===== config.mk =====
export PLATFORM = sky130hd
export DESIGN_NAME = grq_ram
export DESIGN_NICKNAME = d
export VERILOG_FILES = /design/src/hdl/graph_reachability_query_top_macros.svh /design/src/hdl/grq_ram.sv
export SDC_FILE = /design/constraint.sdc
export NUM_CORES = 2
export LEC_CHECK = 0
export BUFFER_PORTS_ARGS = -buffer_cell sky130_fd_sc_hd__buf_2
export CORE_MARGIN = 8
export CORE_UTILIZATION = 47
export CTS_CLUSTER_DIAMETER = 30
export DETAILED_ROUTE_END_ITERATION = 8
export GPL_TIMING_DRIVEN = 0
export SETUP_SLACK_MARGIN = 0.1
export SYNTH_ARGS = -nofsm -noshare
export SYNTH_HDL_FRONTEND = slang
export SYNTH_SLANG_ARGS = --single-unit
export TNS_END_PERCENT = 20

===== constraint.sdc =====
create_clock -name clk -period 7.1 [get_ports clk]
set_input_delay 0.71 -clock clk [delete_from_list [all_inputs] [get_ports clk]]
set_output_delay 0.71 -clock clk [all_outputs]
set_load 0.05 [all_outputs]

===== src/hdl/graph_reachability_query_top_macros.svh =====
// Assertion macros shared by the graph reachability query block.
`ifndef GRAPH_REACHABILITY_QUERY_TOP_MACROS_SVH
`define GRAPH_REACHABILITY_QUERY_TOP_MACROS_SVH
`ifndef SYNTH
// Checked on every clock edge outside reset.
`define GRQ_ASSERT(name, prop, msg) \
  name: assert property (@(posedge clk) disable iff (!rst_n) prop) else $error(msg);
// Checked on every clock edge, reset included.
`define GRQ_ASSERT_NR(name, prop, msg) \
  name: assert property (@(posedge clk) prop) else $error(msg);
`else
`define GRQ_ASSERT(name, prop, msg)
`define GRQ_ASSERT_NR(name, prop, msg)
`endif
`endif


===== src/hdl/grq_ram.sv =====
// Generic single-write, single-read RAM with registered read data.
module grq_ram #(
  parameter int WIDTH = 64,
  parameter int DEPTH = 64
) (
  input  logic                     clk,
  input  logic                     wr_en,
  input  logic [$clog2(DEPTH)-1:0] wr_addr,
  input  logic [WIDTH-1:0]         wr_data,
  input  logic                     rd_en,
  input  logic [$clog2(DEPTH)-1:0] rd_addr,
  output logic [WIDTH-1:0]         rd_data
);

  logic [WIDTH-1:0] mem [DEPTH];

  always_ff @(posedge clk) begin
    if (wr_en) begin
      mem[wr_addr] <= wr_data;
    end
    if (rd_en) begin
      rd_data <= mem[rd_addr];
    end
  end

endmodule


==> results.yml <==
cts:
  clk_latency_ps: 1050
  holdBufCountCts: 0
  numCtsBuffers: 712
  cts_buffer_depth: 4
  post-cts-setup-buffers: 0
  cts.sinks: 4160
  cts_root_buffer: "clkbuf_16"
  cts_resized: 0
  cts_tree: "yes"
  clkSlewWorstSetupHoldPaths_ps: 50
  htreeDepth: 6
timing:
  fin_crit_sh_pct: 59.8
  grt_setup_unrepaired: "false"
  slew_headroom_pct: 0.894
  hold_violations: 0
  setup_viol: 0
  worst_pin_slew_ps: 1490
  fin_skew_ps: 44.3
  fmax_mhz: 235
  slew_viol_final: 0
  period_needed_ps: 4250
setup_path:
  crit_top_cell: "buf_2"
  cp_max_fo: 10
  crit_path_max_incr_delay_ps: 1130
  start_kind: "input port"
  crit_buf_inv: 3
  arrival_ps: 4900
  critPathTopFamily: "compound AO/OA/AOI/OAI gates"
  path_class: "input port to register"
  cp_num_cells: 8
  ff2ff_path_depth: 5
  rrSetupSlack_ps: 3960
  crit_chain: "buf_4, buf_2, buf_2, mux4_2, mux2i_1, o22ai_1, a31oi_1, a211oi_1"
  crit_path_top_delay_cell: "a31oi_1"
  required_ps: 7750
  end_kind: "register"
placement:
  place_area_mm2: 0.168
  dp_hpwl_um: 290000
  numPortBuffers: 134
  dp_cells: 11327
  gp_congestion: 0.828
floorplan:
  die_y_um: 594
  pin_count: 143
  initial_core_util_pct: 47.2
  fp.coreArea_mm2: 0.333
  die_w_um: 594
  die-area_mm2: 0.353
  rows: 212
layout:
  final_net_count: 7735
  stdcell_count: 12668
  fin_area_mm2: 0.193
  layout-drive-gt1-share_pct: 34.4
  area_growth_pct: 22.8
  layout_common_cells: "4160 x edfxtp_1, 1024 x mux4_2, 726 x clkbuf_16, 299 x buf_2, 202 x clkbuf_1"
  layout_commonest_cell: "edfxtp_1"
  finish.utilization_pct: 57.9
yosys:
  synth_nets: 6677
  synthArstFlopShare_pct: 0
  ys_warn_count: 0
  syn_inst: 6598
  synth.distinct_cells: 32
  synth_top_cell_by_area: "edfxtp_1"
  synth_top_area_share_pct: 79.6
  yosysSeqAreaShare_pct: 79.6
  synthesis.area_mm2: 0.157
  ys.flop_type: "edfxtp_1"
  ys_top_cells_by_area: "edfxtp_1 80%, mux4_2 15%, mux2i_1 0.86%"
  synth-edff-count: 4160
  avgSynthCellArea_um2: 23.8
  synth_seq_cells: 4160
power:
  irDropWorstVdd_mv: 0.236
  p_leak_nw: 61.9
  p_per_area_mw_per_mm2: 338
min_path:
  hp-class: "input port to register"
  hold_depth: 1
routing:
  drc: 0
  vias_per_cell: 6.19
  wl_um: 441000
  vias: 78356
  dr.pass1.iters: 5
  wire_per_inst_um: 34.8
  ant_nets: 0
  drt_iter0_drc: 10034
grt:
  grt_max_degree: 65
  track_usage_pct: 24.5
  antenna_found_initial: 50
  grt_pass1_wl_um: 615000
  grt_pass1_vias: 80251
  grt-ovfl-total: 0
flow_run:
  maxCapViolations: 0
outcome:
  status: "complete, no violations"
-- Yosys cell counts, types with 11 or more instances --
master and instances:
buf_2 170, o221ai_1 38, inv_1 19, mux2i_1 135, a31oi_1 18, a22o_1 88, nand2b_1 11, o22ai_1 83
a211oi_1 63, nand2_1 58, edfxtp_1 4160, clkbuf_1 140, buf_4 34, a22oi_1 168, buf_1 20, or2_2 28
a2bb2oi_1 19, mux4_2 1024, a41oi_1 26, nand3_1 45, and3_1 64, nor2b_1 28, nor2_1 112, or3_1 29
-- registers in the layout, summed over array words and instances (netlist names) --
register and cells:
rd_data 64, mem 4096
-- logic make-up after synthesis --
logic type,after synthesis,synth area share (%)
AO/OA/AOI/OAI,504,2.47
buffers and inverters,389,1.18
flip-flops,4160,79.6
multiplexers,1159,15.6
AND/OR/NAND/NOR,386,1.23
-- metrics by stage --
| step | setup TNS [ps] | hold slack (ps) | setup WS [ps] | power, mW |
|---|---|---|---|---|
| detailed placement | 0 | 949 | 1770 | 30.6 |
| finish | 0 | 166 | 2850 | 65.2 |
| global placement | -6192420 | 941 | -5920 | 30.5 |
| global route | 0 | 141 | 2860 | 66.6 |
| floorplan | 0 | 809 | 954 | 29.2 |
| CTS | 0 | 212 | 2870 | 65.5 |
-- area by class of cell --
cell class | instances | area [µm²]
antenna | 14 | 35.0
buffer | 370 | 1780
clock buffer | 794 | 18400
clock inverter | 531 | 6410
fill | 23418 | 140000
inverter | 19 | 71.3
multi-input combinational | 2049 | 30700
sequential | 4160 | 125000
tap | 4387 | 5490
timing repair buffer | 344 | 4910
-- layer usage --
metal,vias up,track usage [%],routed length (µm)
met3,869,5.32,42100
li1,31066,-,-
met2,4253,39.4,211000
met4,20,8.61,16900
met5,-,0,123
met1,42148,33.4,171000
-- where the power goes --
part	internal (mW)	leakage [nW]	switching, mW
Sequential	27.3	37.5	0.0450
Combinational	0.870	12.5	1.91
Clock	22.9	11.9	12.1
-- worst paths after layout --
kind / start / end
setup / recovery: rd_addr[0] / rd_data[31]
hold / removal: wr_data[35] / mem[18][35]
setup reg to reg: mem[53][31] / rd_data[31]
hold reg to reg: mem[60][50] / rd_data[50]
(Power assumes the default switching activity.)
